File: src/rtl/cfar_2d_detector_core_macros.svh
// ---------------------------------------------------------------------------
// cfar_2d_detector_core_macros.svh
// Assertion macros shared by the 2-D CFAR detector RTL.
// ---------------------------------------------------------------------------
`ifndef CFAR_2D_DETECTOR_CORE_MACROS_SVH
`define CFAR_2D_DETECTOR_CORE_MACROS_SVH

// Same-cycle implication, sampled on clk, quiet while rst_n is low
`define CFAR2D_ASSERT_IMP(lbl, ante, cons, msg) \
  lbl: assert property (@(posedge clk) disable iff (!rst_n) (ante) |-> (cons)) \
    else $error(msg);

// Next-cycle implication, sampled on clk, quiet while rst_n is low
`define CFAR2D_ASSERT_NXT(lbl, ante, cons, msg) \
  lbl: assert property (@(posedge clk) disable iff (!rst_n) (ante) |=> (cons)) \
    else $error(msg);

`endif

File: src/rtl/cfar2d_pkg.sv
// ---------------------------------------------------------------------------
// cfar2d_pkg
// Shared constants, codes and controller/datapath types of the 2-D CFAR.
// ---------------------------------------------------------------------------
`default_nettype none

package cfar2d_pkg;

  // Default sizing
  localparam int MAX_COLUMNS_DEF = 256;
  localparam int MAX_ROWS_DEF    = 1024;
  localparam int MAX_OUTER_DEF   = 8;
  localparam int POWER_BITS_DEF  = 32;

  // Register file layout
  localparam int CFG_IDX_W  = 3;
  localparam int CFG_DATA_W = 16;
  localparam int NUM_ROWS_W = 11;
  localparam int NUM_COLS_W = 9;
  localparam int RADIUS_W   = 3;
  localparam int SCALE_W    = 16;
  localparam int SCALE_FRAC = 8;

  localparam logic [NUM_ROWS_W-1:0] NUM_ROWS_RST = 11'd1024;
  localparam logic [NUM_COLS_W-1:0] NUM_COLS_RST = 9'd256;
  localparam logic [RADIUS_W-1:0]   TRAIN_RST    = 3'd4;
  localparam logic [RADIUS_W-1:0]   GUARD_RST    = 3'd1;
  localparam logic [SCALE_W-1:0]    SCALE_RST    = 16'd1536;

  typedef enum logic [CFG_IDX_W-1:0] {
    CFG_NUM_ROWS    = 3'd0,
    CFG_NUM_COLUMNS = 3'd1,
    CFG_TRAINING    = 3'd2,
    CFG_GUARD       = 3'd3,
    CFG_SCALE       = 3'd4
  } cfg_reg_t;

  typedef enum logic [3:0] {
    ST_IDLE,
    ST_POS,
    ST_CHK,
    ST_BORROW,
    ST_TEST,
    ST_WIN,
    ST_WDRAIN,
    ST_MUL,
    ST_MDRAIN,
    ST_CMP,
    ST_OUT
  } state_t;

  // Partial products of the threshold compare
  typedef enum logic [1:0] {
    PASS_CEN_LO = 2'd0,
    PASS_CEN_HI = 2'd1,
    PASS_SUM_LO = 2'd2,
    PASS_SUM_HI = 2'd3
  } mul_pass_t;

  typedef struct packed {
    logic take;
    logic pos;
    logic borrow;
    logic win_init;
    logic win_step;
    logic mul_step;
    logic cmp;
    logic out_load;
  } ctrl_cmd_t;

  typedef struct packed {
    logic early;
    logic cc_neg;
    logic interior;
    logic win_last;
    logic mul_last;
    logic out_free;
  } dp_status_t;

endpackage

`default_nettype wire

File: src/rtl/cfar2d_ctrl.sv
// ---------------------------------------------------------------------------
// cfar2d_ctrl
// Sequencer for one cell: locate, border test, window sweep, compare, emit.
// ---------------------------------------------------------------------------
`default_nettype none

module cfar2d_ctrl (
  input  wire logic                   clk,
  input  wire logic                   rst_n,
  input  wire logic                   in_valid,
  output      logic                   in_ready,
  input  wire cfar2d_pkg::dp_status_t status,
  output      cfar2d_pkg::ctrl_cmd_t  cmd
);

  cfar2d_pkg::state_t state_r;
  cfar2d_pkg::state_t state_nxt;

  // State register
  always_ff @(posedge clk) begin
    if (!rst_n) begin
      state_r <= cfar2d_pkg::ST_IDLE;
    end else begin
      state_r <= state_nxt;
    end
  end

  // Next state and commands
  always_comb begin
    state_nxt = state_r;
    cmd       = '0;
    in_ready  = 1'b0;
    case (state_r)
      cfar2d_pkg::ST_IDLE: begin
        in_ready = 1'b1;
        if (in_valid) begin
          cmd.take  = 1'b1;
          state_nxt = cfar2d_pkg::ST_POS;
        end
      end
      cfar2d_pkg::ST_POS: begin
        cmd.pos   = 1'b1;
        state_nxt = cfar2d_pkg::ST_CHK;
      end
      cfar2d_pkg::ST_CHK: begin
        // drop cells that have no verdict yet
        state_nxt = status.early ? cfar2d_pkg::ST_IDLE : cfar2d_pkg::ST_BORROW;
      end
      cfar2d_pkg::ST_BORROW: begin
        if (status.cc_neg) begin
          cmd.borrow = 1'b1;
        end else begin
          state_nxt = cfar2d_pkg::ST_TEST;
        end
      end
      cfar2d_pkg::ST_TEST: begin
        cmd.win_init = 1'b1;
        state_nxt    = status.interior ? cfar2d_pkg::ST_WIN : cfar2d_pkg::ST_OUT;
      end
      cfar2d_pkg::ST_WIN: begin
        cmd.win_step = 1'b1;
        if (status.win_last) begin
          state_nxt = cfar2d_pkg::ST_WDRAIN;
        end
      end
      cfar2d_pkg::ST_WDRAIN: begin
        state_nxt = cfar2d_pkg::ST_MUL;
      end
      cfar2d_pkg::ST_MUL: begin
        cmd.mul_step = 1'b1;
        if (status.mul_last) begin
          state_nxt = cfar2d_pkg::ST_MDRAIN;
        end
      end
      cfar2d_pkg::ST_MDRAIN: begin
        state_nxt = cfar2d_pkg::ST_CMP;
      end
      cfar2d_pkg::ST_CMP: begin
        cmd.cmp   = 1'b1;
        state_nxt = cfar2d_pkg::ST_OUT;
      end
      cfar2d_pkg::ST_OUT: begin
        if (status.out_free) begin
          cmd.out_load = 1'b1;
          state_nxt    = cfar2d_pkg::ST_IDLE;
        end
      end
      default: begin
        state_nxt = cfar2d_pkg::ST_IDLE;
      end
    endcase
  end

endmodule

`default_nettype wire

File: config.mk
export PLATFORM = sky130hd
export DESIGN_NAME = cfar2d_ctrl
export DESIGN_NICKNAME = d
export VERILOG_FILES = /design/src/rtl/cfar_2d_detector_core_macros.svh /design/src/rtl/cfar2d_pkg.sv /design/src/rtl/cfar2d_ctrl.sv
export SDC_FILE = /design/constraint.sdc
export NUM_CORES = 1
export LEC_CHECK = 0
export ABC_CLOCK_PERIOD_IN_PS = 2350
export BUFFER_PORTS_ARGS = -buffer_cell sky130_fd_sc_hd__buf_2
export CAP_MARGIN = 40
export CORE_AREA = 2 2 39 41
export CTS_CLUSTER_DIAMETER = 120
export CTS_CLUSTER_SIZE = 40
export DETAILED_ROUTE_END_ITERATION = 8
export DIE_AREA = 0 0 41 43
export MAX_ROUTING_LAYER = met4
export PLACE_DENSITY_LB_ADDON = 0.15
export SYNTH_ARGS = -nofsm -noshare
export SYNTH_HDL_FRONTEND = slang
export SYNTH_SLANG_ARGS = --single-unit
File: constraint.sdc
create_clock -name clk -period 2.35 [get_ports clk]
set_clock_uncertainty 0.15 [all_clocks]
set_input_delay 0.235 -clock clk [delete_from_list [all_inputs] [get_ports clk]]
set_output_delay 0.235 -clock clk [all_outputs]
set_load 0.05 [all_outputs]
==> Word-level counts from Yosys, hierarchy flattened <==
Cells that the tools add are included.
{ "totals": {"ff_bits": 4, "input_bits": 9, "output_inout_bits": 9, "wordCells": 38} }
{ "op_classes": {"n_eq_ne": 15, "mux": 20, "n_reduce_logical": 2} }
{ "ops": {"columns": ["operator", "n"], "rows": [
  ["$pmux 4 s11", 1],
  ["$mux 4", 6],
  ["$eq 4x3->1 const B", 4],
  ["$eq 4x4->1 const B", 3],
  ["$mux 1", 12],
  ["$ne 2x2->1 const B", 5],
  ["$eq 4x2->1 const B", 2],
  ["$reduce_and 5->1", 1],
  ["$eq 4x1->1 const B", 1],
  ["$logic_not 4->1", 1],
  ["$mux 2", 1]
]} }

==> Longest topological paths before layout <==
{ "logic_depth": {"ltp_word": 3, "depth_mapped": 6, "mapped_depth_nobuf": 4} }

==> Least setup slack after synthesis <==
Ideal clock, no wire load.
{ "synth_path": {"kind": "flip-flop to output port", "start": "register state_r[1]", "end": "output port cmd[7] (netlist bit)", "arrival_time_ps": 2860, "t_required_ps": 1965, "path_slack_ps": -895, "stages_incl_launch_ff": 5, "path_buffers": 2, "cell_sequence": "dfxtp_1 > clkbuf_1 > buf_1 > nor4_1 > and2_1"} }
{ "synth_lines": {"columns": ["item", "line", "source"], "rows": [
  ["from (decl)", "cfar2d_ctrl.sv:16", "cfar2d_pkg::state_t state_r;"],
  ["from (signal assigned)", "cfar2d_ctrl.sv:22", "state_r <= cfar2d_pkg::ST_IDLE;"],
  ["from (signal assigned)", "cfar2d_ctrl.sv:24", "state_r <= state_nxt;"],
  ["to (decl)", "cfar2d_ctrl.sv:13", "output cfar2d_pkg::ctrl_cmd_t cmd"]
]} }

==> metrics <==
vias per inst between 5 and 6; fin util about 40%; vias in the first global route roughly 420; reg2reg end state_r[2]; asr flop ratio synth 0%; Startpoint Class flop; remaining antenna violation count 0; RSZ-0062 raised after global routing no; Clock Tree Buf Depth 2; met1 Resource Use GR 22.36%; Fin. Hold Viols 0; Final Cycle Share 86.13%; crit path max fanout 20; outcome completed; share of post-route cells with drive strength above 1 between 30 and 40%; Root Driver clkbuf_4; Worst path slowest cell dfxtp_1; syn avg cell area 7.194 µm²; DRC Markers 0; min-delay worst type in2reg; Clock Pin Slew Worst Setup and Hold Paths ~0.04 ns; CP top delay family flip-flops; Mapped Nets just under 70; initial antenna violation count 0; CTS tree built; largest cells by area after synthesis dfxtp_1 19%, nor3_1 4.6%, and2_1 4.3%; Placed Cells 89; WHS 0.1591 ns; Yosys reg bits 4; routed len/inst 11.42 µm; Lkg Pwr 0.0002410 µW; total congestion overflow 0; Cell variety after synth 34; area of the mapped netlist 431.7 µm²; cells along the critical path nand2_1 > nor4b_2 > buf_2; nets@finish 87; commonest cells in the netlist 5 x nand2_1, 4 x dfxtp_1, 4 x nor3_1; Final setup viols 0; drt total wl 1.051 mm; Post-CTS Resized 0; R2R depth 4; Max rail drop VDD 0.0004515 V; Max Clock Freq between 0.4 and 0.5 GHz; Worst R2R Start state_r[1]; top-count cell post-synth nand2_1; Placer Congestion approximately 0.77; Non-Filler Instances between 90 and 100; I/O Buffers 17; drt first pass iters 4; Worst-Margin Slew 0.5898 ns; CTS Buf Count 3; fin. max-slew vios 0; core area 0.001384 mm²; met2 usage 18.75%; Largest register FFs 4; io pins 18; # rows 14; initial core utilization 31.19%; gr busiest metal met1; share of the synthesized area in the top cell type 18.55%; Regs by FF count state_r: 4 flops; post-DP HPWL 820.8 µm; Yosys warnings 0; Cells after Synth 60; Hold Path Cell Cnt 3; Crit Path Class reg2out; Slew Limit Headroom between 60 and 70%; WHS Endpoint state_r[0]; setup slack, reg-to-reg 0.48 ns; hold wc startpoint rst_n; slowest stage delay, CP 0.68 ns; clk_lat worst skew 0.23 ns; sequential area share after synthesis between 10% and 20%; Die W between 40 and 50 µm; Synth Flop Type dfxtp_1; DRT iter0 DRCs 18; top cell type by total area after synthesis dfxtp_1; min Tclk post-route 2.024 ns; overall routing resource usage between 10% and 20%; largest net degree at the start of global routing 21; worst path bufs/invs 1; P per Cell Area 1106 mW/mm²; Biggest register state_r; Worst Path Required 1.97 ns; M3 GR Usage 3.141%; Vert. Die Dim 43 µm; first-pass GRT wire length 1.759 mm; setup_tns 0 ns; n_diodes 0; Setup crit end kind primary output; Post-CTS Hold Buffers 0; Die ar. 0.001763 mm²; clock sinks 4; synth-to-layout area growth 28.70%; EDFF count, synth 0; via count a little under 500; H-tree level count 1; Setup Buffers After CTS 0; max_cap viols 0; Overall Power 614.6 µW; Worst EP arrival 1.64 ns
## through the flow
step / setup WS (ns) / cell area, µm²
floorplan: -0.2624 / 444.2
global placement: 0.4819 / 533.0
detailed placement: 0.4767 / 533.0
CTS: 0.3233 / 555.5
global route: 0.1839 / 555.5
finish: 0.3260 / 555.5
## tightest hold or removal path: stages
cell and delay (ns):
buf_2 0.13, nand2_1 0.07, mux2i_1 0.05
## cell type report
class	instances	area [µm²]
Clock buffer	3	22.52
Fill cell	156	828.3
Inverter	2	7.507
Multi-Input combinational cell	48	325.3
Sequential cell	4	80.08
Tap cell	16	20.02
Timing Repair Buffer	19	100.1
## worst max-delay path by stage
| stage | start | end | cells past startpoint |
|---|---|---|---|
| after floorplan | state_r[1] | cmd[7] | 4 |
| after global placement | state_r[1] | state_r[2] | 4 |
| after detailed placement | state_r[1] | state_r[2] | 4 |
| after CTS | state_r[1] | cmd[5] | 3 |
| after global routing | state_r[1] | cmd[5] | 3 |
| final | state_r[1] | cmd[5] | 3 |
## placed cells by master, fill, tap and decap left out, types with 2 or more instances in the layout
master,instances
nor2_1,3
dfxtp_1,4
o21ai_0,3
buf_2,17
nand2_1,5
nand2b_1,3
inv_1,2
nor3_1,4
and2_1,3
nor2b_1,2
buf_4,2
clkbuf_4,3
a21oi_1,3
o21ai_1,2
nand3_1,2
## cells by family after synthesis
| group | after synthesis | synth area share, % |
|---|---|---|
| AND/OR/NAND/NOR | 30 | 40.58 |
| AO/OA/AOI/OAI | 16 | 26.09 |
| buffers and inverters | 8 | 8.984 |
| flip-flops | 4 | 18.55 |
| multiplexers | 2 | 5.796 |
## report_power, final
group          switching [µW]  internal, µW
combinational             243           144
clock                    25.7          57.0
sequential               57.4          87.5
total                     326           289
## per-layer routing
layer	up-vias	share of wire, %
met3	0	7.1
met2	18	44
met1	219	49
li1	255	-
met4	0	0
met5	-	0
Power figures use the tool's default switching activity.
