==> src/rtl/cfar_2d_detector_core_macros.svh <==
// ---------------------------------------------------------------------------
// cfar_2d_detector_core_macros.svh
// Assertion macros shared by the 2-D CFAR detector RTL.
// ---------------------------------------------------------------------------
`ifndef CFAR_2D_DETECTOR_CORE_MACROS_SVH
`define CFAR_2D_DETECTOR_CORE_MACROS_SVH

// Same-cycle implication, sampled on clk, quiet while rst_n is low
`define CFAR2D_ASSERT_IMP(lbl, ante, cons, msg) \
  lbl: assert property (@(posedge clk) disable iff (!rst_n) (ante) |-> (cons)) \
    else $error(msg);

// Next-cycle implication, sampled on clk, quiet while rst_n is low
`define CFAR2D_ASSERT_NXT(lbl, ante, cons, msg) \
  lbl: assert property (@(posedge clk) disable iff (!rst_n) (ante) |=> (cons)) \
    else $error(msg);

`endif

==> src/rtl/cfar2d_pkg.sv <==
// ---------------------------------------------------------------------------
// cfar2d_pkg
// Shared constants, codes and controller/datapath types of the 2-D CFAR.
// ---------------------------------------------------------------------------
`default_nettype none

package cfar2d_pkg;

  // Default sizing
  localparam int MAX_COLUMNS_DEF = 256;
  localparam int MAX_ROWS_DEF    = 1024;
  localparam int MAX_OUTER_DEF   = 8;
  localparam int POWER_BITS_DEF  = 32;

  // Register file layout
  localparam int CFG_IDX_W  = 3;
  localparam int CFG_DATA_W = 16;
  localparam int NUM_ROWS_W = 11;
  localparam int NUM_COLS_W = 9;
  localparam int RADIUS_W   = 3;
  localparam int SCALE_W    = 16;
  localparam int SCALE_FRAC = 8;

  localparam logic [NUM_ROWS_W-1:0] NUM_ROWS_RST = 11'd1024;
  localparam logic [NUM_COLS_W-1:0] NUM_COLS_RST = 9'd256;
  localparam logic [RADIUS_W-1:0]   TRAIN_RST    = 3'd4;
  localparam logic [RADIUS_W-1:0]   GUARD_RST    = 3'd1;
  localparam logic [SCALE_W-1:0]    SCALE_RST    = 16'd1536;

  typedef enum logic [CFG_IDX_W-1:0] {
    CFG_NUM_ROWS    = 3'd0,
    CFG_NUM_COLUMNS = 3'd1,
    CFG_TRAINING    = 3'd2,
    CFG_GUARD       = 3'd3,
    CFG_SCALE       = 3'd4
  } cfg_reg_t;

  typedef enum logic [3:0] {
    ST_IDLE,
    ST_POS,
    ST_CHK,
    ST_BORROW,
    ST_TEST,
    ST_WIN,
    ST_WDRAIN,
    ST_MUL,
    ST_MDRAIN,
    ST_CMP,
    ST_OUT
  } state_t;

  // Partial products of the threshold compare
  typedef enum logic [1:0] {
    PASS_CEN_LO = 2'd0,
    PASS_CEN_HI = 2'd1,
    PASS_SUM_LO = 2'd2,
    PASS_SUM_HI = 2'd3
  } mul_pass_t;

  typedef struct packed {
    logic take;
    logic pos;
    logic borrow;
    logic win_init;
    logic win_step;
    logic mul_step;
    logic cmp;
    logic out_load;
  } ctrl_cmd_t;

  typedef struct packed {
    logic early;
    logic cc_neg;
    logic interior;
    logic win_last;
    logic mul_last;
    logic out_free;
  } dp_status_t;

endpackage

`default_nettype wire

==> src/rtl/cfar2d_cfg.sv <==
// ---------------------------------------------------------------------------
// cfar2d_cfg
// Register file and clamping of map size and radii.
// ---------------------------------------------------------------------------
`default_nettype none

module cfar2d_cfg #(
  parameter int MAX_COLUMNS = cfar2d_pkg::MAX_COLUMNS_DEF,
  parameter int MAX_ROWS    = cfar2d_pkg::MAX_ROWS_DEF,
  parameter int MAX_OUTER   = cfar2d_pkg::MAX_OUTER_DEF
) (
  input  wire logic                              clk,
  input  wire logic                              rst_n,
  input  wire logic                              cfg_we,
  input  wire logic [cfar2d_pkg::CFG_IDX_W-1:0]  cfg_index,
  input  wire logic [cfar2d_pkg::CFG_DATA_W-1:0] cfg_data,
  output      logic [$clog2(MAX_COLUMNS+1)-1:0]  cols,
  output      logic [$clog2(MAX_ROWS+1)-1:0]     rows,
  output      logic [$clog2(MAX_OUTER+1)-1:0]    outer,
  output      logic [$clog2(MAX_OUTER+1)-1:0]    guard,
  output      logic [cfar2d_pkg::SCALE_W-1:0]    scale
);

  localparam int COLS_W = $clog2(MAX_COLUMNS+1);
  localparam int ROWS_W = $clog2(MAX_ROWS+1);
  localparam int OW     = $clog2(MAX_OUTER+1);

  logic [cfar2d_pkg::NUM_ROWS_W-1:0] rows_raw_r;
  logic [cfar2d_pkg::NUM_COLS_W-1:0] cols_raw_r;
  logic [cfar2d_pkg::RADIUS_W-1:0]   train_raw_r;
  logic [cfar2d_pkg::RADIUS_W-1:0]   guard_raw_r;
  logic [cfar2d_pkg::SCALE_W-1:0]    scale_r;

  // Register writes
  always_ff @(posedge clk) begin
    if (!rst_n) begin
      rows_raw_r  <= cfar2d_pkg::NUM_ROWS_RST;
      cols_raw_r  <= cfar2d_pkg::NUM_COLS_RST;
      train_raw_r <= cfar2d_pkg::TRAIN_RST;
      guard_raw_r <= cfar2d_pkg::GUARD_RST;
      scale_r     <= cfar2d_pkg::SCALE_RST;
    end else if (cfg_we) begin
      case (cfg_index)
        cfar2d_pkg::CFG_NUM_ROWS:    rows_raw_r  <= cfg_data[cfar2d_pkg::NUM_ROWS_W-1:0];
        cfar2d_pkg::CFG_NUM_COLUMNS: cols_raw_r  <= cfg_data[cfar2d_pkg::NUM_COLS_W-1:0];
        cfar2d_pkg::CFG_TRAINING:    train_raw_r <= cfg_data[cfar2d_pkg::RADIUS_W-1:0];
        cfar2d_pkg::CFG_GUARD:       guard_raw_r <= cfg_data[cfar2d_pkg::RADIUS_W-1:0];
        cfar2d_pkg::CFG_SCALE:       scale_r     <= cfg_data[cfar2d_pkg::SCALE_W-1:0];
        default: ;
      endcase
    end
  end

  // Clamp sizes to 1..max, clamp training to MAX_OUTER, then cut guard to the rest
  always_comb begin
    int c_i;
    int r_i;
    int t_i;
    int g_i;
    c_i = int'(cols_raw_r);
    r_i = int'(rows_raw_r);
    t_i = int'(train_raw_r);
    g_i = int'(guard_raw_r);
    if (c_i < 1) c_i = 1;
    if (c_i > MAX_COLUMNS) c_i = MAX_COLUMNS;
    if (r_i < 1) r_i = 1;
    if (r_i > MAX_ROWS) r_i = MAX_ROWS;
    if (t_i > MAX_OUTER) t_i = MAX_OUTER;
    if (g_i > MAX_OUTER - t_i) g_i = MAX_OUTER - t_i;
    cols  = COLS_W'(c_i);
    rows  = ROWS_W'(r_i);
    outer = OW'(t_i + g_i);
    guard = OW'(g_i);
  end

  assign scale = scale_r;

endmodule

`default_nettype wire

==> config.mk <==
export PLATFORM = sky130hd
export DESIGN_NAME = cfar2d_cfg
export DESIGN_NICKNAME = d
export VERILOG_FILES = /design/src/rtl/cfar_2d_detector_core_macros.svh /design/src/rtl/cfar2d_pkg.sv /design/src/rtl/cfar2d_cfg.sv
export SDC_FILE = /design/constraint.sdc
export NUM_CORES = 1
export LEC_CHECK = 0
export BUFFER_PORTS_ARGS = -buffer_cell sky130_fd_sc_hd__clkbuf_2
export CELL_PAD_IN_SITES_DETAIL_PLACEMENT = 1
export CELL_PAD_IN_SITES_GLOBAL_PLACEMENT = 1
export CORE_MARGIN = 4
export CORE_UTILIZATION = 33
export CTS_BUF_LIST = sky130_fd_sc_hd__clkbuf_16
export DETAILED_ROUTE_END_ITERATION = 10
export HOLD_SLACK_MARGIN = 0.15
export PLACE_DENSITY = 0.81
export REMOVE_ABC_BUFFERS = 1
export SLEW_MARGIN = 10
export SYNTH_ARGS = -nofsm -noshare
export SYNTH_HDL_FRONTEND = slang
export SYNTH_SLANG_ARGS = --single-unit
==> constraint.sdc <==
create_clock -name clk -period 2.8 [get_ports clk]
set_clock_uncertainty 0.15 [all_clocks]
set_input_delay 0.14 -clock clk [delete_from_list [all_inputs] [get_ports clk]]
set_output_delay 0.14 -clock clk [all_outputs]
set_load 0.02 [all_outputs]
After elaboration in Yosys (flattened, before gate mapping):

Cells that the tools add are included.

* flip-flop bits (word level): 42
* input port bits: 22
* output and inout bits: 44
* logic and storage cells: 27

* add/subtract/negate cells: 2
* order comparisons: 5
* eq/ne operators: 4
* mux-type cells: 5
* reductions and logical operators: 6

Operator list (count)
* $gt 32x10->1 const B: 1
* $gt 32x12->1 const B: 1
* $mux 11: 2
* $mux 9: 2
* $lt 11x1->1 const B: 1
* $reduce_and 2->1: 5
* $lt 9x1->1 const B: 1
* $eq 3x2->1 const B: 2
* $gt 4x5->1: 1
* $sub 4x3->5 const A: 1
* $add 4x4->4: 1
* $mux 4: 1
* $eq 3x1->1 const B: 1
* $eq 3x3->1 const B: 1
* $logic_not 3->1: 1

Longest topological paths before layout:

Gate-level depths: netlist (run 1).

* word-level depth: 4
* depth in mapped cells: 11
* mapped depth without buffers: 11

Worst setup path after synthesis (run 1):

OpenSTA, ideal clock, no wires.

* path kind: register to output
* start: register train_raw_r[1] in the netlist's numbering
* end: output outer[2]
* arrival: 2.684 ns
* required time: 2.510 ns
* path slack: -0.174 ns
* cell stages (with the launch flop): 12
* buffers on the path: 0
* cells stage by stage: dfxtp_1 inv_1 ha_1 xor2_1 ha_1 and3_1 a21oi_2 o21ai_0 a22o_1 ha_1 fa_1 xor2_1

* word-level cells in the longest chain between the ends: 4

Ends and longest elaborated chain
* start, declared: RTL line cfar2d_cfg.sv:30 `logic [cfar2d_pkg::RADIUS_W-1:0] train_raw_r;`
* start signal, assigned: RTL line cfar2d_cfg.sv:39 `train_raw_r <= cfar2d_pkg::TRAIN_RST;`
* start signal, assigned: RTL line cfar2d_cfg.sv:46 `cfar2d_pkg::CFG_TRAINING: train_raw_r <= cfg_data[cfar2d_pkg::RADIUS_W-1:0];`
* $sub 4x3->5: RTL line cfar2d_cfg.sv:69 `if (g_i > MAX_OUTER - t_i) g_i = MAX_OUTER - t_i;`
* $gt 4x5->1: RTL line cfar2d_cfg.sv:69
* $mux 4: RTL line cfar2d_cfg.sv:69
* named net guard[0]: RTL line cfar2d_cfg.sv:20 `output logic [$clog2(MAX_OUTER+1)-1:0] guard,`
* $add 4x4->4: RTL line cfar2d_cfg.sv:72 `outer = OW'(t_i + g_i);`
* end, declared: RTL line cfar2d_cfg.sv:19 `output logic [$clog2(MAX_OUTER+1)-1:0] outer,`

The timed path passes the listed nets, and every way through them passes these cells.

Worst setup path after layout (run 1):

* start: register train_raw_r[0] in the netlist's numbering
* end: output outer[1]

* word-level cells in the longest chain between the ends: 4

Ends and longest elaborated chain (RTL line)
* $sub 4x3->5: cfar2d_cfg.sv:69
* $gt 4x5->1: cfar2d_cfg.sv:69
* $mux 4: cfar2d_cfg.sv:69
* $add 4x4->4 (*): cfar2d_cfg.sv:72

Every way passes the cells marked *; elsewhere a longest branch is shown, timed or not.

==> results by group, run 1 <==
Run status
  • Status: complete, but fails checks
  • Failing checks: negative setup slack

Finish
  • Share of layout cells above drive strength 1: 0.321
  • Layout Nets: about 350
  • Final instance count without filler cells: slightly below 400
  • Most common cell after layout, fill and taps aside: nand2_1
  • Most frequent cells in the layout: nand2_1 (75), clkbuf_2 (61), dfxtp_1 (40)
  • # diodes: 0
  • Final Core Density: 0.477
  • Area Overhead vs Synth: 40.6%
  • Design area: around 2800 um2

Drt
  • Vias post-DR: between 1500 and 2000
  • DRT Wirelength: about 6100 um
  • Starting DRT DRC Count: 79
  • Antenna Nets Post-Route: 0
  • Vias per cell: between 4 and 5
  • Wirelength per Cell: about 15 um
  • DRC errors left: 0
  • 1st-pass router iterations: 4

GRT
  • Initial antenna violation count: 0
  • Grt total ovfl: 0
  • Vias in the first global route: 2051
  • GR Util All Layers: 0.169
  • First-pass GRT wire length: 9790 um
  • Pin count of the biggest net entering global routing: 43

Worst setup path
  • WS Path Type: reg -> out
  • Worst r2r dst: train_raw_r[2]
  • RR Startpoint: train_raw_r[2]
  • CP max FO: 3
  • Worst Setup EP: outer[1]
  • Arrival time worst endpoint: 2.84 ns
  • Critical Path Start Type: flip-flop
  • Worst EP required: approximately 2.5 ns
  • Worst R2R Path Depth: 3
  • Critical path endpoint category: primary output
  • Crit path from: train_raw_r[0]
  • Reg2reg setup slack: about 1.8 ns

Die
  • # rows: 28
  • Die Y: about 86 um
  • CORE AREA: a little under 6000 um2
  • Initial core utilization: 0.340
  • IO Count: 66
  • Die Area: 7410 um2
  • Die Width: 86.1 um

Yosys
  • Syn. warnings: 0
  • Sequential share of the synthesized area: 0.418
  • Synthesized cell area: just over 2000 um2
  • Yosys reg bits: 42
  • Number of flops mapped to enable cells by yosys: 0
  • Mapped Cells: between 200 and 250
  • Fraction of registers with async set/reset: 0
  • Syn Area/Cell: approximately 8.4 um2
  • Post-synth top flop: dfxtp_1
  • Netlist cell types: 35

Timing
  • Min Hold Slack: 0.198 ns
  • Worst slew pin tran: between 0.7 and 0.8 ns
  • Slew Limit Fails: 0
  • Final setup vio count: 3
  • Setup ws final: -0.330 ns
  • Fmax: around 0.32 GHz
  • Setup TNS: -0.931 ns
  • RSZ-0062 raised after global routing: true
  • Max-slew headroom: 0.517
  • Final Hold Vio Count: 0
  • Final Cycle Share: 1.12
  • Tmin final: ~3.1 ns

Hold path
  • Min-delay src: cfg_index[1]
  • Hold/Removal Path Class: in -> reg

Run
  • Maxcap violations: 0

Placement
  • DP Area: between 2000 and 2500 um2
  • DPL Wire Length: roughly 4100 um
  • I/O Buffers: 64
  • RePlAce Congestion: 0.830
  • Inst Count DP: ~370
  • Pre-CTS setup slack: -0.170 ns

Power and ir drop
  • Leakage: 1.20 nW
  • Power Density: ~470 nW/um2
  • Peak supply drop: between 0.3 and 0.4 mV
  • Pwr Total: 1.34 mW

CTS
  • Clk sinks: between 40 and 50
  • CTS clk-pin slew, worst paths: ~0.050 ns
  • Clk Latency, worst-skew pair: 0.28 ns
  • Root Buffer: clkbuf_16
  • CTS Buffer Depth: 2
  • H-Tree Depth: 2
  • CTS tree: yes
  • CTS buffer count: 5
==> registers in the layout (all words and copies together) (netlist names) <==
register and flops:
guard_raw_r 3, scale 16, cols_raw_r 9, train_raw_r 3, rows_raw_r 11
==> routing by layer <==
layer,share of wire,track usage
met4,0.024,0.0719
met3,0.049,0.0403
met2,0.51,0.287
met1,0.42,0.202
met5,0,0
==> power by group <==
group,internal [mW],switching (mW),total (mW)
logic,0.0933,0.102,0.195
clock network,0.317,0.207,0.524
registers,0.612,0.0113,0.623
==> cells in the mapped netlist, drive strengths merged (2+ instances only) <==
| master | n | area, um2 |
|---|---|---|
| clkbuf | 7 | 26.3 |
| inv | 6 | 22.5 |
| nor2b | 20 | 133 |
| mux2i | 5 | 50.1 |
| buf | 7 | 48.8 |
| ha | 7 | 87.6 |
| a21boi | 32 | 263 |
| nand3b | 2 | 15.0 |
| dfxtp | 42 | 841 |
| nor2 | 6 | 25.0 |
| nand3 | 6 | 30.0 |
| a21o | 2 | 15.0 |
| xor2 | 2 | 17.5 |
| a21oi | 5 | 28.8 |
| nor4 | 3 | 18.8 |
| nand2 | 75 | 282 |
| and3 | 2 | 12.5 |
==> how the worst min path moves through the flow <==
stage | to | slack [ns] | depth (start not counted)
6_report | guard_raw_r[0] | 0.20 | 4
5_1_grt | guard_raw_r[0] | 0.24 | 4
4_1_cts | guard_raw_r[0] | 0.20 | 4
3_5_place_dp | scale[15] | 0.22 | 3
3_3_place_gp | scale[15] | 0.21 | 3
2_1_floorplan | guard_raw_r[0] | 0.05 | 1
==> logic make-up after synthesis <==
| kind of cell | synth area share |
|---|---|
| and+or+nand+nor | 0.273 |
| AOI/OAI and AO/OA | 0.166 |
| DFF | 0.418 |
| buffers and inverters | 0.0485 |
| adders and majority gates | 0.0535 |
| muxes | 0.0305 |
| xor gates and xnor gates | 0.00871 |
| other | 0.00187 |
==> worst max-delay path, stage by stage (launching register included) <==
cell and delay, ns:
dfxtp_2 0.33, inv_2 0.05, ha_4 0.16, xor2_2 0.16, ha_4 0.30, nand3b_1 0.14, a21oi_4 0.24, o21ai_1 0.11
a22o_1 0.22, ha_2 0.20, fa_2 0.54, buf_8 0.11
==> final cells by class <==
cell class,count,area (um2)
flip-flops and latches,42,843
fillers,722,3090
repair buffers,89,569
well taps,75,93.8
multi-input cells,178,1170
clock buffers,5,125
clock inverters,1,3.75
inverters,6,22.5
==> timing repair <==
action	in CTS	in global routing
setup buffers	4	1
setup endpoints to repair	3	4
pin swaps	7	5
endpoints found under the hold margin	42	0
resized for setup	22	4
hold buffers	16	0
Note: power is estimated with default switching activity, not from simulation.
==> inputs of run 2 (changes only) <==
--- a/config.mk
+++ b/config.mk
@@ -8,12 +8,11 @@
 export BUFFER_PORTS_ARGS = -buffer_cell sky130_fd_sc_hd__clkbuf_2
 export CELL_PAD_IN_SITES_DETAIL_PLACEMENT = 1
 export CELL_PAD_IN_SITES_GLOBAL_PLACEMENT = 1
-export CORE_MARGIN = 4
-export CORE_UTILIZATION = 33
-export CTS_BUF_LIST = sky130_fd_sc_hd__clkbuf_16
+export CORE_UTILIZATION = 34
+export CTS_BUF_LIST = sky130_fd_sc_hd__clkbuf_8
 export DETAILED_ROUTE_END_ITERATION = 10
 export HOLD_SLACK_MARGIN = 0.15
-export PLACE_DENSITY = 0.81
+export PLACE_DENSITY = 0.83
 export REMOVE_ABC_BUFFERS = 1
 export SLEW_MARGIN = 10
 export SYNTH_ARGS = -nofsm -noshare
==> run 2 against run 1 <==
The flow still finishes with violations (negative setup slack). Non-clock buffer count up 1. Clock power down 13%. Die area down 16%. Sequential share of layout area about the same. Worst hold slack better by 0.013 ns. Flip-flop and latch count unchanged. Maximum frequency up 1.3%. Routed wire length down 4.3%.
==> results by group, run 2 (same netlist as run 1, synthesis figures left out) <==
Run status
  • Status: complete, but fails checks
  • Failing checks: negative setup slack

Worst setup path
  • Most common cell on crit path: ha_4
  • WS Path Type: reg -> out
  • Critical path depth: 11
  • Critical path buffer and inverter count: 2
  • Slowest cell delay on critical path: roughly 0.54 ns
  • Reg2reg setup slack: 1.78 ns
  • Critical Path Slowest Stage Cell: fa_2
  • Arrival time worst endpoint: between 2 and 3 ns
  • Worst R2R Path Depth: 3
  • CP cell instances: inv_2 > ha_4 > xor2_4 > ha_4 > nand3b_1 > a21oi_4 > o21ai_2 > a22o_1 > ha_2 > fa_2 > buf_8
  • CP delay by family, top: adder cells
  • Worst EP required: around 2.5 ns
  • Critical path endpoint category: primary output
  • Crit path from: train_raw_r[0]
  • Critical Path Start Type: flip-flop
  • RR Startpoint: train_raw_r[2]
  • CP max FO: 3

CTS
  • CTS buffer count: 5
  • CTS clk-pin slew, worst paths: around 0.080 ns
  • Clk Latency, worst-skew pair: approximately 0.29 ns
  • Clk sinks: 42
  • H-Tree Depth: 2
  • Root Buffer: clkbuf_8
  • CTS Buffer Depth: 2
  • CTS tree: yes

Power and ir drop
  • Peak supply drop: approximately 0.37 mV
  • Pwr Total: 1.28 mW
  • Leakage: 1.19 nW
  • Power Density: ~450 nW/um2

Drt
  • Wirelength per Cell: ~15 um
  • DRC errors left: 0
  • Vias post-DR: between 1500 and 2000
  • Vias per cell: roughly 4.9
  • DRT Wirelength: 5830 um
  • 1st-pass router iterations: 4
  • Starting DRT DRC Count: 38
  • Antenna Nets Post-Route: 0

GRT
  • Pin count of the biggest net entering global routing: 43
  • Vias in the first global route: approximately 2100
  • Initial antenna violation count: 0
  • GR Util All Layers: 0.197
  • Grt total ovfl: 0
  • First-pass GRT wire length: 9490 um

Finish
  • Most common cell after layout, fill and taps aside: nand2_1
  • Max reg flops: 16
  • Share of layout cells above drive strength 1: 0.336
  • Fillers: approximately 710
  • Reg area: approximately 840 um2
  • Area taken by multi-input logic gates: ~1200 um2
  • Most frequent cells in the layout: nand2_1 (75), clkbuf_2 (61), dfxtp_1 (40)
  • Final instance count without filler cells: between 300 and 400
  • Layout Nets: 353
  • Final Core Density: 0.505
  • Design area: about 2800 um2
  • # diodes: 0
  • Area Overhead vs Synth: 40.8%

Hold path
  • Hold path cells: 4
  • Min-delay src: cfg_index[1]
  • Hold/Removal Path Class: in -> reg

Timing
  • Tmin final: roughly 3 ns
  • Fmax: between 0.3 and 0.4 GHz
  • Max-slew headroom: 0.521
  • Final Cycle Share: 1.10
  • Min Hold Slack: around 0.21 ns
  • Slew Limit Fails: 0
  • Worst slew pin tran: just over 0.7 ns
  • RSZ-0062 raised after global routing: true
  • Setup ws final: -0.291 ns
  • Final setup vio count: 3
  • Final Hold Vio Count: 0

Placement
  • I/O Buffers: 64
  • DPL Wire Length: 3840 um
  • RePlAce Congestion: 0.769
  • DP Area: approximately 2400 um2
  • Inst Count DP: roughly 370

Die
  • # rows: 27
  • Die Width: ~79 um
  • Initial core utilization: 0.359
  • CORE AREA: between 5000 and 6000 um2
  • IO Count: 66
  • Die Y: between 70 and 80 um
  • Die Area: slightly above 6000 um2

Run
  • Maxcap violations: 0
[run 2: cell types whose count changed in the layout (fill, tap and decap cells not counted), sizes merged]
| cell | before | now |
|---|---|---|
| clkbuf | 67 | 70 |
| clkinv | 1 | 0 |
| buf | 11 | 12 |
[run 2: repair_timing]
action | CTS | global route
pin swaps | 6 | 6
endpoints found under the hold margin | 42 | 0
gates cloned | 0 | 0
hold buffers | 16 | 0
buffers inserted | 3 | 3
endpoints found under the setup margin | 3 | 4
gates resized for setup | 23 | 4
[run 2: routing by layer]
metal,wire [um],track usage,up-vias
li1,-,-,945
met1,2450,0.206,924
met2,2980,0.380,51
met3,310,0.0529,8
met4,89,0.0582,0
met5,0,0,-
[run 2: stage by stage]
step | setup WS (ns) | setup TNS (ns)
after floorplan | -0.174 | -0.244
after global placement | 0.0229 | 0
after detailed placement | -0.138 | -0.358
after CTS | -0.312 | -0.864
after global routing | -0.372 | -1.09
final | -0.291 | -0.818
[run 2: layout make-up]
cell class	instances	area share
inverter	6	0.00796
multi-input combinational	178	0.420
clock buffer	8	0.0389
sequential	42	0.298
timing repair buffer	90	0.204
tap	72	0.0318
[run 2: path summary, 6_finish.rpt]
kind                                        to
worst max-delay path                  outer[1]
worst min-delay path            guard_raw_r[0]
worst max register to register  train_raw_r[2]
worst min register to register   cols_raw_r[0]
[run 2: report_power, final]
| group | total, mW | switching (mW) | leakage [nW] | internal (mW) |
|---|---|---|---|---|
| clock network | 0.456 | 0.207 | 0.0575 | 0.249 |
| logic | 0.198 | 0.102 | 0.795 | 0.0951 |
| registers | 0.622 | 0.0117 | 0.341 | 0.610 |
[run 2: worst reg2reg max path, cell delays in order, from the launching register on]
cell     delay, ns
dfxtp_1       0.37
buf_4         0.18
mux2i_1       0.12
nand2_1       0.06
==> inputs of run 3 (changes only) <==
--- a/config.mk
+++ b/config.mk
@@ -8,6 +8,7 @@
 export BUFFER_PORTS_ARGS = -buffer_cell sky130_fd_sc_hd__clkbuf_2
 export CELL_PAD_IN_SITES_DETAIL_PLACEMENT = 1
 export CELL_PAD_IN_SITES_GLOBAL_PLACEMENT = 1
+export CORE_ASPECT_RATIO = 0.75
 export CORE_UTILIZATION = 34
 export CTS_BUF_LIST = sky130_fd_sc_hd__clkbuf_8
 export DETAILED_ROUTE_END_ITERATION = 10
==> run 3 against run 2 <==
The run still ends with negative setup slack left. Global-route usage is 0.71 points lower. Sequential power hardly changed. Final area is 2.3% lower. Critical endpoint is now outer[3]. Largest power group unchanged.
==> results by group, run 3 (same netlist as run 1, synthesis figures left out) <==
Run status
  • Status: complete, but fails checks
  • Failing checks: negative setup slack

Power and ir drop
  • Peak supply drop: 0.273 mV
  • Power Density: between 400 and 500 nW/um2
  • Leakage: 1.17 nW
  • Pwr Total: between 1 and 1.5 mW

Hold path
  • Hold/Removal Path Class: in -> reg
  • Min-delay src: cfg_index[1]
  • Hold path cells: 4
  • Hold Path End: guard_raw_r[0]

Worst setup path
  • Critical path endpoint category: primary output
  • Worst R2R Path Depth: 5
  • Reg2reg setup slack: 1.81 ns
  • Worst EP required: 2.51 ns
  • Critical Path Slowest Stage Cell: dfxtp_2
  • Slowest cell delay on critical path: roughly 0.35 ns
  • WS Path Type: reg -> out
  • Critical Path Start Type: flip-flop
  • CP cell instances: inv_2 > ha_4 > xor2_2 > ha_4 > nand3b_1 > a21oi_4 > o31ai_4 > mux2_4 > ha_4 > a21o_1 > a21o_1 > clkbuf_8
  • CP max FO: 3
  • RR Startpoint: train_raw_r[0]
  • Arrival time worst endpoint: 2.77 ns
  • Most common cell on crit path: ha_4
  • Worst r2r dst: train_raw_r[0]

GRT
  • Grt total ovfl: 0
  • First-pass GRT wire length: slightly above 9000 um
  • Vias in the first global route: around 1900
  • Initial antenna violation count: 0
  • Pin count of the biggest net entering global routing: 43
  • GR Util All Layers: 0.190

Timing
  • Setup TNS: -0.774 ns
  • Final Cycle Share: 1.09
  • Slew Limit Fails: 0
  • Worst slew pin tran: between 0.7 and 0.8 ns
  • Fmax: roughly 0.33 GHz
  • Max-slew headroom: 0.502
  • RSZ-0062 raised after global routing: true
  • Final Hold Vio Count: 0
  • Setup ws final: -0.263 ns
  • Final setup vio count: 3
  • Tmin final: between 3 and 4 ns

CTS
  • CTS clk-pin slew, worst paths: 0.08 ns
  • Root Buffer: clkbuf_8
  • CTS buffer count: 5
  • Clk sinks: between 40 and 50
  • Setup Buffers After CTS: 0
  • Clk Latency, worst-skew pair: approximately 0.30 ns
  • CTS tree: yes
  • CTS Buffer Depth: 2
  • H-Tree Depth: 2

Run
  • Maxcap violations: 0

Placement
  • RePlAce Congestion: around 0.74
  • I/O Buffers: between 60 and 70
  • DPL Wire Length: about 3800 um

Die
  • IO Count: 66
  • # rows: 23
  • Initial core utilization: 0.364
  • Die Width: a little over 90 um
  • Die Y: ~70 um
  • Die Area: 6230 um2
  • CORE AREA: between 5000 and 6000 um2

Drt
  • DRC errors left: 0
  • Antenna Nets Post-Route: 0
  • Vias post-DR: roughly 1900
  • DRT Wirelength: about 5600 um
  • Vias per cell: 4.81
  • Starting DRT DRC Count: 65
  • Wirelength per Cell: ~14 um
  • 1st-pass router iterations: 4

Finish
  • Most frequent cells in the layout: nand2_1 (75), clkbuf_2 (61), dfxtp_1 (40)
  • Most common cell after layout, fill and taps aside: nand2_1
  • Max reg flops: 16
  • Layout Nets: 348
  • # diodes: 0
  • Share of layout cells above drive strength 1: 0.317
  • Area Overhead vs Synth: 37.5%
  • Final Core Density: 0.500
==> run 3: power by group <==
group / internal [mW] / switching [mW]
combinational: 0.0864 / 0.0981
clock: 0.249 / 0.211
sequential: 0.610 / 0.0113
==> run 3: metal layers <==
layer / share of wire / track usage
met1: 0.44 / 0.216
met2: 0.52 / 0.366
met3: 0.034 / 0.0362
met4: 0.0090 / 0.0655
met5: 0 / 0
==> run 3: what timing repair did <==
action                                 4_1_cts  5_1_grt
endpoints found under the hold margin       42        0
hold buffers                                16        0
cloned                                       0        0
pin swaps                                    6        3
setup endpoints to repair                    3        4
gates resized for setup                     21        3
==> run 3: worst max path at each step <==
| stage | startpoint | end | slack (ns) |
|---|---|---|---|
| after floorplan | train_raw_r[1] | outer[2] | -0.17 |
| after global placement | train_raw_r[0] | outer[3] | 0.02 |
| after detailed placement | train_raw_r[1] | outer[3] | -0.10 |
| after CTS | train_raw_r[1] | outer[2] | -0.34 |
| after global routing | train_raw_r[1] | outer[2] | -0.39 |
| final | train_raw_r[1] | outer[3] | -0.26 |
==> run 3: layout make-up <==
cell class | instances | area, um2
clock buffers | 8 | 110
fillers | 696 | 2760
inverters | 6 | 22.5
multi-input cells | 178 | 1160
flip-flops and latches | 42 | 843
well taps | 75 | 93.8
repair buffers | 85 | 539
==> run 3: metrics by stage <==
stage / cell area, um2 / hold WS (ns) / setup slack [ns] / std cells
2_1_floorplan: 1940 / 0.0519 / -0.174 / 226
3_3_place_gp: 2390 / 0.213 / 0.0153 / 370
3_5_place_dp: 2390 / 0.221 / -0.100 / 370
4_1_cts: 2750 / 0.181 / -0.340 / 394
5_1_grt: 2770 / 0.213 / -0.392 / 394
6_report: 2770 / 0.169 / -0.263 / 394
==> run 3: critical path, delay by kind of cell (launching register included) <==
kind	cells	cell delay (ns)
xor+xnor	1	0.16
buf+inv	2	0.20
flops	1	0.35
fa+ha+maj	3	0.65
compound gates	4	0.63
mux	1	0.35
simple gates	1	0.12
